--- src/sssb_pkg.sv ---
// Shared types and constants for the seven-segment scan driver with blink.
// No dependencies; used by seven_segment_scan_with_blink_core.
`default_nettype none

package sssb_pkg;

    localparam int unsigned ScanW  = 24;
    localparam int unsigned BlinkW = 32;
    localparam int unsigned SegW   = 8;
    localparam int unsigned DigitN = 4;
    localparam int unsigned DigitW = 2;

    localparam logic [ScanW-1:0]  ScanPeriodRst  = 24'd96000;
    localparam logic [BlinkW-1:0] BlinkPeriodRst = 32'd24000000;
    localparam logic [ScanW-1:0]  ScanMax        = {ScanW{1'b1}};
    localparam logic [BlinkW-1:0] BlinkMax       = {BlinkW{1'b1}};

    localparam logic [SegW-1:0] PointBit    = 8'h80;
    localparam logic [SegW-1:0] SegmentMask = 8'h7F;

    // configuration register indexes
    typedef enum logic {
        t_REG_SCAN_PERIOD  = 1'b0,
        t_REG_BLINK_PERIOD = 1'b1
    } t_reg_index;

    // blink modes (0..3 select a digit)
    localparam logic [2:0] ModeBlinkPoint = 3'd4;
    localparam logic [2:0] ModeBlinkAll   = 3'd5;
    localparam logic [2:0] ModeOffFirst   = 3'd6;

    typedef logic [SegW-1:0] t_segments;

    // code page: digits 0-9, letters A, Y, N, H, P, then a dash
    function automatic t_segments glyph(input logic [3:0] code);
        t_segments seg;
        case (code)
            4'h0: seg = 8'h3F;
            4'h1: seg = 8'h06;
            4'h2: seg = 8'h5B;
            4'h3: seg = 8'h4F;
            4'h4: seg = 8'h66;
            4'h5: seg = 8'h6D;
            4'h6: seg = 8'h7D;
            4'h7: seg = 8'h07;
            4'h8: seg = 8'h7F;
            4'h9: seg = 8'h6F;
            4'hA: seg = 8'h77;
            4'hB: seg = 8'h6E;
            4'hC: seg = 8'h37;
            4'hD: seg = 8'h76;
            4'hE: seg = 8'h73;
            default: seg = 8'h40;
        endcase
        return seg;
    endfunction

endpackage

`default_nettype wire

--- src/seven_segment_scan_with_blink_core.sv ---
// Four-digit multiplexed seven-segment scan driver with blinking.
// Uses sssb_pkg for the code page, reset values and register indexes.
// A tick that completes a scan period shows its result in the next cycle.
// Throughput: one tick per cycle; the only stall is a full, unread result register.
// Reset (i_rst_n low, synchronous): periods return to 96000 / 24000000 ticks,
// counters, digit index and blink phase clear, no result is pending.
`default_nettype none

module seven_segment_scan_with_blink_core (
    input  wire logic        i_clk,
    input  wire logic        i_rst_n,
    // tick stream; tdata: display_word[31:0], point_position[34:32],
    // blink_mode[37:35], zero fill [39:38]
    input  wire logic        i_s_axis_tvalid,
    output logic             o_s_axis_tready,
    input  wire logic [39:0] i_s_axis_tdata,
    // result stream; tdata: segment_lines[7:0], digit_enable[11:8],
    // digit_number[13:12], zero fill [15:14]
    output logic             o_m_axis_tvalid,
    input  wire logic        i_m_axis_tready,
    output logic [15:0]      o_m_axis_tdata,
    // configuration writes: index 0 scan_period, index 1 blink_period
    input  wire logic        i_cfg_valid,
    output logic             o_cfg_ready,
    input  wire logic        i_cfg_index,
    input  wire logic [31:0] i_cfg_data
);

    localparam int unsigned ScanW  = sssb_pkg::ScanW;
    localparam int unsigned BlinkW = sssb_pkg::BlinkW;

    // configuration registers
    logic [ScanW-1:0]  r_scan_period;
    logic [BlinkW-1:0] r_blink_period;

    // tick state
    logic [ScanW-1:0]  r_scan_ticks,  n_scan_ticks;
    logic [BlinkW-1:0] r_blink_ticks, n_blink_ticks;
    logic [1:0]        r_digit,       n_digit;
    logic              r_blink_phase, n_blink_phase;

    // result register
    logic              r_out_valid;
    logic [15:0]       r_out_data;

    // unpacked input fields
    logic [31:0] display_word;
    logic [2:0]  point_position;
    logic [2:0]  blink_mode;

    logic              in_accept;
    logic              scan_step;
    logic              blink_on;
    logic              toggle;
    logic [ScanW-1:0]  scan_inc;
    logic [BlinkW-1:0] blink_inc;
    logic [7:0]        code_byte;
    sssb_pkg::t_segments seg_lit;
    sssb_pkg::t_segments seg_out;
    logic [3:0]        enable_out;

    assign display_word   = i_s_axis_tdata[31:0];
    assign point_position = i_s_axis_tdata[34:32];
    assign blink_mode     = i_s_axis_tdata[37:35];

    // Take a new tick whenever the result register is empty or draining now.
    assign o_s_axis_tready = !r_out_valid || i_m_axis_tready;
    assign in_accept       = i_s_axis_tvalid && o_s_axis_tready;
    assign o_cfg_ready     = 1'b1;

    // Count this tick first, saturating at the counter maximum.
    assign scan_inc  = (r_scan_ticks  == sssb_pkg::ScanMax)  ? r_scan_ticks
                                                             : r_scan_ticks + 1'b1;
    assign blink_inc = (r_blink_ticks == sssb_pkg::BlinkMax) ? r_blink_ticks
                                                             : r_blink_ticks + 1'b1;
    assign scan_step = (scan_inc >= r_scan_period);
    assign blink_on  = (blink_mode < sssb_pkg::ModeOffFirst);
    assign toggle    = blink_on && (blink_inc >= r_blink_period);

    // Advance to the next digit and decode its low nibble, add the point.
    always_comb begin
        n_digit   = r_digit + 2'd1;
        code_byte = display_word[8*n_digit +: 8];
        seg_lit   = sssb_pkg::glyph(code_byte[3:0]);
        if (point_position == {1'b0, n_digit}) begin
            seg_lit = seg_lit | sssb_pkg::PointBit;
        end
        enable_out = 4'b0001 << n_digit;
    end

    // Blank with the phase held before this step.
    always_comb begin
        seg_out = seg_lit;
        if (blink_on && r_blink_phase) begin
            case (blink_mode)
                sssb_pkg::ModeBlinkAll:   seg_out = '0;
                sssb_pkg::ModeBlinkPoint: seg_out = seg_lit & sssb_pkg::SegmentMask;
                default: begin
                    if (blink_mode == {1'b0, n_digit}) begin
                        seg_out = seg_lit & sssb_pkg::PointBit;
                    end
                end
            endcase
        end
    end

    // Next state for an accepted tick; the phase flips only at a scan step.
    always_comb begin
        n_scan_ticks  = scan_step ? '0 : scan_inc;
        n_blink_ticks = blink_inc;
        n_blink_phase = r_blink_phase;
        if (scan_step && toggle) begin
            n_blink_ticks = '0;
            n_blink_phase = !r_blink_phase;
        end
    end

    always_ff @(posedge i_clk) begin
        if (!i_rst_n) begin
            r_scan_period  <= sssb_pkg::ScanPeriodRst;
            r_blink_period <= sssb_pkg::BlinkPeriodRst;
        end else if (i_cfg_valid && o_cfg_ready) begin
            case (i_cfg_index)
                sssb_pkg::t_REG_SCAN_PERIOD:  r_scan_period  <= i_cfg_data[ScanW-1:0];
                sssb_pkg::t_REG_BLINK_PERIOD: r_blink_period <= i_cfg_data[BlinkW-1:0];
                default: ;
            endcase
        end
    end

    always_ff @(posedge i_clk) begin
        if (!i_rst_n) begin
            r_scan_ticks  <= '0;
            r_blink_ticks <= '0;
            r_digit       <= '0;
            r_blink_phase <= 1'b0;
        end else if (in_accept) begin
            r_scan_ticks  <= n_scan_ticks;
            r_blink_ticks <= n_blink_ticks;
            r_blink_phase <= n_blink_phase;
            if (scan_step) begin
                r_digit <= n_digit;
            end
        end
    end

    // Load a result on a scan step; drop it once the transaction completes.
    always_ff @(posedge i_clk) begin
        if (!i_rst_n) begin
            r_out_valid <= 1'b0;
        end else if (in_accept && scan_step) begin
            r_out_valid <= 1'b1;
        end else if (i_m_axis_tready) begin
            r_out_valid <= 1'b0;
        end
    end

    always_ff @(posedge i_clk) begin
        if (in_accept && scan_step) begin
            r_out_data <= {2'b00, n_digit, enable_out, seg_out};
        end
    end

    assign o_m_axis_tvalid = r_out_valid;
    assign o_m_axis_tdata  = r_out_data;

    // The enable always matches the digit number of a pending result.
    a_enable_matches: assert property (@(posedge i_clk) disable iff (!i_rst_n)
        o_m_axis_tvalid |-> (o_m_axis_tdata[11:8] == (4'b0001 << o_m_axis_tdata[13:12])))
        else $error("digit enable does not match digit number");

    // A phase flip clears the blink counter and needs an accepted tick at a scan step.
    a_phase_flip: assert property (@(posedge i_clk) disable iff (!i_rst_n)
        (r_blink_phase != $past(r_blink_phase))
            |-> ((r_blink_ticks == '0) && $past(in_accept) && $past(scan_step)))
        else $error("blink phase changed outside a scan step");

    // A scan step advances the digit by one and shows that digit.
    a_digit_advance: assert property (@(posedge i_clk) disable iff (!i_rst_n)
        (in_accept && scan_step) |=> (r_digit == $past(r_digit) + 2'd1)
            && o_m_axis_tvalid && (o_m_axis_tdata[13:12] == r_digit))
        else $error("digit index did not advance on a scan step");

endmodule

`default_nettype wire
--- config.mk ---
export PLATFORM = sky130hd
export DESIGN_NAME = seven_segment_scan_with_blink_core
export DESIGN_NICKNAME = d
export VERILOG_FILES = /design/src/sssb_pkg.sv /design/src/seven_segment_scan_with_blink_core.sv
export SDC_FILE = /design/constraint.sdc
export NUM_CORES = 1
export LEC_CHECK = 0
export ABC_CLOCK_PERIOD_IN_PS = 5100
export BUFFER_PORTS_ARGS = -buffer_cell sky130_fd_sc_hd__buf_2
export CORE_MARGIN = 5
export CORE_UTILIZATION = 55
export DETAILED_ROUTE_END_ITERATION = 10
export MAX_ROUTING_LAYER = met4
export PLACE_DENSITY = 0.75
export SLEW_MARGIN = 20
export SYNTH_ARGS = -nofsm -noshare
export SYNTH_HDL_FRONTEND = slang
export SYNTH_SLANG_ARGS = --single-unit
--- constraint.sdc ---
create_clock -name i_clk -period 5.1 [get_ports i_clk]
set_input_delay 0 -clock i_clk [delete_from_list [all_inputs] [get_ports i_clk]]
set_output_delay 0 -clock i_clk [all_outputs]
set_load 0.01 [all_outputs]
==> flow_summary_export.csv, run 1 <==
group,metric,value,unit
die,core_region_area,13930,sq um
setup_path,ff2ff_path_depth,12,
finish,nNetsFinal,1190,
power_and_ir_drop,p_switching,0.5877,mW
die,io_pins,97,
setup_path,worstPathCellList,"nand4_1, or2_1, nor3_1, nand4_1, xnor2_1, ha_1, nand4_1, nand3b_1, or4_1, o22ai_2, o21ai_2, inv_1",
placement,dp_cells,1177,
drt,via_per_inst,5.589,
setup_path,slowest_stage,"nor3_1",
drt,drtIter0Drc,458,
worst_hold_path,min_path_cells,4,
drt,wl_met1,8333,um
grt,grt_overflow_total,0,
grt,grt_first_pass_wirelength,31960,um
grt,grt_use_total,24.69,%
timing,slew_viol_final,0,
placement,numPortBuffers,75,
power_and_ir_drop,power.leakage,3.766,nW
drt,dr.pass1.iters,5,
die,die_y,129.4,um
drt,drtAntennaViolNets,0,
placement,hpwlAfterDp,13130,um
power_and_ir_drop,vdd_drop_max,0.2257,mV
finish,fin_util,65.63,%
cts,cts-root-buf,"clkbuf_16",
placement,gp_congestion,0.8560,
synth,yosys.area.top_type_share,29.61,%
synth,synthTopCellsByCount,"156 x nand2_1, 116 x dfxtp_1, 86 x nor2_1, 83 x a21oi_1, 64 x inv_1",
setup_path,cp_num_buf_inv,1,
synth,ys_seq_area_share,34.97,%
timing,fmax,227.0,MHz
timing,slew_headroom,44.33,%
finish,num_antenna_cells,0,
setup_path,slowest_delay,0.52,ns
power_and_ir_drop,powerDensity,270.2,nW/um^2
outcome,status,"completed",
timing,setup_slack,0.6946,ns
die,die_w,129.4,um
setup_path,cp_top_family,"simple AND/OR/NAND/NOR gates",
die,die_area,16750,sq um
cts,ctsLongestPathBuffers,2,
finish,seq_area,2743,sq um
setup_path,cp.arrival,4.47,ns
synth,async_flop_share,0,%
timing,post-route-min-period,4.405,ns
synth,syn_area,7844,sq um
setup_path,crit_fanout,14,
worst_hold_path,hp-class,"in2reg",
power_and_ir_drop,pwr-share-clk,47.8,%
cts,clkSlewWorstSetupHoldPaths,0.05,ns
grt,antenna_found_initial,0,
grt,grt_max_degree,43,
timing,worstMarginPinSlew,0.8330,ns
cts,cts_tree,"done",
power_and_ir_drop,p_int,1.883,mW
synth,syn_avg_cell_area,8.103,sq um
flow_run,drv_cap,0,
synth,ys_warn_count,0,
setup_path,worstSetupPathType,"reg2reg",
synth,yosysMostFrequentCell,"nand2_1",
finish,area.growth.synth_to_final,16.59,%
drt,vias,6941,
timing,clock_skew,0.005993,ns
synth,synthDistinctLibCells,65,
setup_path,cpMostUsedCell,"nand4_1",
finish,fillers,1159,
grt,grt_pass1_vias,6673,
placement,place_area,8232,sq um
setup_path,cp-start-kind,"register",
timing,finalHoldViolations,0,
cts,htreeDepth,4,
synth,synthFlopType,"dfxtp_1",
drt,met3WireLength,939,um
synth,syn_inst,968,
finish,multiInputGateArea,4604,sq um
setup_path,rr_endpoint,"o_m_axis_tdata[1]",
synth,synthTopCellsByArea,"dfxtp_1 30%, ha_1 9.9%, nand2_1 7.5%",
timing,fin_crit_sh,86.38,%
setup_path,reg2reg_from,"r_scan_ticks[3]",
timing,fin_setup_tns,0,ns
placement,pre_cts_ws,0.7286,ns
drt,route.detailed.drc,0,
drt,post_drt_wl_per_cell,15.53,um
power_and_ir_drop,pwr-share-comb,8.7,%
synth,synth_area_leader_cell,"dfxtp_1",
die,start_util,56.29,%
power_and_ir_drop,seq_power_share,43.4,%
setup_path,r2r_setup_slack,0.69,ns
finish,final_cell_area,9145,sq um
cts,clock_latency,0.43,ns
setup_path,endpoint,"o_m_axis_tdata[1]",
power_and_ir_drop,swShare,23.79,%
drt,drt-total-wl,19290,um
setup_path,startpoint,"r_scan_ticks[3]",
cts,cts.repair.resized,0,
finish,fin_cells,1242,
synth,synth_edf_count,14,
drt,wl_met2,9426,um
timing,setup_violations,0,
cts,cts_made_buffers,17,
drt,top_layer,"met4",
setup_path,required,5.16,ns
timing,rsz0062_at_grt,"false",
die,rows,43,
cts,cts_sinks,130,
setup_path,cp.depth,12,
synth,synth-seq-cells,130,
setup_path,endpoint_kind,"register",
finish,drive_above_1_share,13.47,%
-- worst min-delay path: cells and delay by family --
kind	cells	cell delay [ns]
and+or+nand+nor	2	0.23
buffers and inverters	1	0.13
AOI/OAI and AO/OA	1	0.05
-- layout by cell type, fill, tap and decap left out, types with 14 or more instances in the layout --
cell type,count
o211ai_1,20
inv_1,63
edfxtp_1,14
buf_2,75
nor2_1,86
xnor2_1,54
nand2_1,156
dlygate4sd3_1,34
nor3_1,16
nand4_1,23
ha_1,62
a21oi_1,83
nand3_1,28
dfxtp_1,116
xor2_1,28
o21ai_0,24
clkbuf_16,17
-- registers in the layout, summed over array words and instances (netlist names) --
register / count
r_blink_period: 32
r_scan_period: 24
o_m_axis_tvalid: 1
r_blink_ticks: 32
r_blink_phase: 1
r_scan_ticks: 24
r_digit: 2
o_m_axis_tdata: 14
-- per-stage QoR --
| stage | total power, mW | hold WS, ns |
|---|---|---|
| 2_1_floorplan | 1.221 | 0.1360 |
| 3_3_place_gp | 1.281 | 0.2461 |
| 3_5_place_dp | 1.285 | 0.2498 |
| 4_1_cts | 2.483 | 0.01774 |
| 5_1_grt | 2.561 | 0.04609 |
| 6_report | 2.471 | 0.03686 |
-- worst min-delay path by stage --
stage                          from                  to  slack (ns)
CTS                 i_m_axis_tready     o_m_axis_tvalid        0.02
global placement     i_cfg_data[26]  r_blink_period[26]        0.25
floorplan            i_cfg_data[11]  r_blink_period[11]        0.14
global route        i_m_axis_tready     o_m_axis_tvalid        0.05
finish                  i_cfg_index    r_scan_period[2]        0.04
detailed placement   i_cfg_data[24]  r_blink_period[24]        0.25
-- power by group through the flow --
stage / Combinational [mW] / Sequential [mW] / Clock, mW
after global placement: 0.187 / 1.09 / 0
after detailed placement: 0.191 / 1.09 / 0
after floorplan: 0.130 / 1.09 / 0
after global routing: 0.242 / 1.08 / 1.24
after CTS: 0.213 / 1.07 / 1.20
final: 0.215 / 1.07 / 1.18
-- layer usage --
| layer | global-route usage, % | vias to the layer above |
|---|---|---|
| li1 | - | 3499 |
| met1 | 29.70 | 3226 |
| met2 | 39.82 | 167 |
| met3 | 5.029 | 49 |
| met4 | 11.61 | 0 |
| met5 | - | - |
-- what timing repair did --
item / CTS / global route
hold buffers: 34 / 0
endpoints found under the hold margin: 57 / 0
setup buffers: 0 / 0
-- cell families (layout without fill, tap and decap cells) --
logic type	Yosys count	after routing	share of synthesized area, %
compound gates	172	172	13.14
xor+xnor	82	82	9.156
fa+ha+maj	62	62	9.890
buf+inv	118	211	6.524
flops	130	130	34.97
mux	7	7	1.579
other cells	2	3	0.09574
simple gates	395	395	24.65
-- cell type report --
| cell class | instances | share of cell area (%) |
|---|---|---|
| inverter | 65 | 2.668 |
| multi-input combinational | 721 | 50.35 |
| tap | 180 | 2.463 |
| clock inverter | 12 | 1.259 |
| sequential | 130 | 29.99 |
| timing repair buffer | 115 | 8.319 |
| clock buffer | 19 | 4.953 |
(Power assumes the default switching activity.)
==> run 2, diff against run 1 <==
GPL_TIMING_DRIVEN = 0   (was unset)
==> run 2 against run 1 <==
Compared with the run above: maximum frequency is 7.7% lower; cell count increased by 4.1%; wire length grew 5.5%; sequential cell count stayed put; hold slack worse by 0.016 ns; via count grew 3.4%; register-to-register slack worse by 0.37 ns; total power decreased by 1.4%; critical path depth increased by 3; clock power down 4%; combinational power grew 7%; critical path type unchanged; highest routed layer unchanged.
==> flow_summary_export.csv, run 2 (synthesis results as in run 1) <==
group,metric,value,unit
outcome,status,"completed",
cts,htreeDepth,4,
power_and_ir_drop,pwr-share-clk,46.4,%
timing,finalHoldViolations,0,
finish,final_cell_area,9374,sq um
grt,grt_max_degree,17,
setup_path,worstSetupPathType,"reg2reg",
timing,clock_skew,0.01390,ns
setup_path,ff2ff_path_depth,15,
setup_path,cp-start-kind,"register",
grt,grt_overflow_total,0,
drt,drt-total-wl,20350,um
finish,final_common_cell,"nand2_1",
flow_run,drv_cap,0,
drt,dr.pass1.iters,5,
power_and_ir_drop,pwr-share-comb,9.5,%
die,io_pins,97,
drt,via_per_inst,5.552,
timing,post-route-min-period,4.771,ns
timing,rsz0062_at_grt,"false",
cts,cts_tree,"done",
finish,drive_above_1_share,13.39,%
die,rows,43,
timing,worstMarginPinSlew,0.7455,ns
die,die_w,129.4,um
setup_path,required,5.40,ns
timing,slew_viol_final,0,
setup_path,startpoint,"r_scan_ticks[3]",
timing,setup_violations,0,
die,core_region_area,13930,sq um
power_and_ir_drop,power.leakage,3.875,nW
setup_path,endpoint_kind,"register",
cts,postCtsSetupRepairBufs,0,
timing,fin_crit_sh,93.55,%
setup_path,cp.arrival,5.07,ns
finish,largest_registers,"r_blink_period: 32 flops, r_blink_ticks: 32 flops",
timing,hold-worst-slack,0.02074,ns
setup_path,reg2reg_from,"r_scan_ticks[3]",
grt,antenna_found_initial,0,
drt,drtIter0Drc,522,
drt,route.detailed.drc,0,
power_and_ir_drop,powerDensity,259.8,nW/um^2
power_and_ir_drop,seq_power_share,44.1,%
worst_hold_path,hp-class,"in2reg",
timing,slew_headroom,49.67,%
die,start_util,56.29,%
cts,cts-root-buf,"clkbuf_16",
grt,grt_use_total,25.69,%
worst_hold_path,worst_hold_startpoint,"i_s_axis_tdata[36]",
power_and_ir_drop,vdd_drop_max,0.2241,mV
power_and_ir_drop,p_int,1.851,mW
setup_path,crit_fanout,10,
timing,fmax,209.6,MHz
die,die_area,16750,sq um
drt,vias,7179,
worst_hold_path,min_path_cells,3,
cts,clkSlewWorstSetupHoldPaths,0.06,ns
timing,fin_setup_tns,0,ns
power_and_ir_drop,swShare,24.01,%
finish,num_antenna_cells,0,
power_and_ir_drop,total_power,2.435,mW
placement,numPortBuffers,75,
die,die_y,129.4,um
placement,hpwlAfterDp,14570,um
placement,place_area,8448,sq um
cts,cts_made_buffers,17,
cts,ctsLongestPathBuffers,2,
cts,clock_latency,0.42,ns
finish,area.growth.synth_to_final,19.51,%
drt,post_drt_wl_per_cell,15.74,um
grt,grt_pass1_vias,7015,
power_and_ir_drop,p_switching,0.5849,mW
drt,drtAntennaViolNets,0,
placement,gp_congestion,0.8979,
finish,nNetsFinal,1241,
finish,layout_common_cells,"156 x nand2_1, 116 x dfxtp_1, 86 x nor2_1",
grt,grt_first_pass_wirelength,33310,um
cts,cts_sinks,130,
## run 2: changes by cell type in the layout (fill, tap and decap cells not counted), moves of 3 or more
| cell | change |
|---|---|
| clkbuf_1 | +32 |
| buf_2 | +9 |
| buf_1 | +6 |
| buf_6 | +6 |
| clkinv_2 | -5 |
| clkbuf_8 | +4 |
| dlygate4sd3_1 | +4 |
| buf_4 | -3 |
## run 2: power by group through the flow
| stage | combinational, mW | clock [mW] | sequential (mW) |
|---|---|---|---|
| global placement | 0.198 | 0 | 1.09 |
| detailed placement | 0.201 | 0 | 1.09 |
| CTS | 0.227 | 1.14 | 1.07 |
| floorplan | 0.130 | 0 | 1.09 |
| global route | 0.259 | 1.19 | 1.08 |
| finish | 0.231 | 1.13 | 1.07 |
## run 2: per-layer routing
metal / global-route usage [%] / up-vias / part of all wire, %
met1: 30.65 / 3320 / 44
li1: - / 3605 / -
met5: - / - / 0
met3: 5.688 / 63 / 4.2
met4: 12.16 / 0 / 4.2
met2: 41.37 / 191 / 48
## run 2: layout make-up
type	count	area (sq um)
clock buffers	27	523.0
flip-flops and latches	130	2743
clock inverters	4	22.52
repair buffers	113	755.7
fillers	1194	4561
well taps	180	225.2
plain buffers	53	267.8
multi-input cells	721	4593
inverters	65	244.0
## run 2: final timing paths
kind / endpoint / slack (ns)
setup / recovery: r_blink_ticks[6] / 0.33
hold / removal: o_m_axis_tdata[7] / 0.02
setup reg to reg: r_blink_ticks[6] / 0.33
hold reg to reg: r_scan_period[17] / 0.46
## run 2: stage by stage
stage,utilization [%],instances,setup WS [ns]
4_1_cts,67.27,1293,0.3964
3_5_place_dp,60.63,1224,0.4465
2_1_floorplan,-,969,1.475
6_report,67.27,1293,0.3290
5_1_grt,67.27,1293,0.08897
3_3_place_gp,60.63,1224,0.4920
## run 2: worst max-delay path, cell delays in order, from the launching register on
cell and delay (ns):
dfxtp_1 0.31, buf_2 0.18, nand4_1 0.20, or2_1 0.35, nor3_1 0.59, nand4_1 0.25
xnor2_1 0.21, ha_1 0.30, and4_1 0.18, nand3b_1 0.14, or4_1 0.44, o22ai_2 0.28
o21ai_2 0.18, o21ai_1 0.55, buf_2 0.37, nor2_1 0.09
## run 2: repair_timing
item	4_1_cts	5_1_grt
setup endpoints to repair	0	0
hold buffers	38	0
gates resized for setup	0	0
hold endpoints to repair	60	0
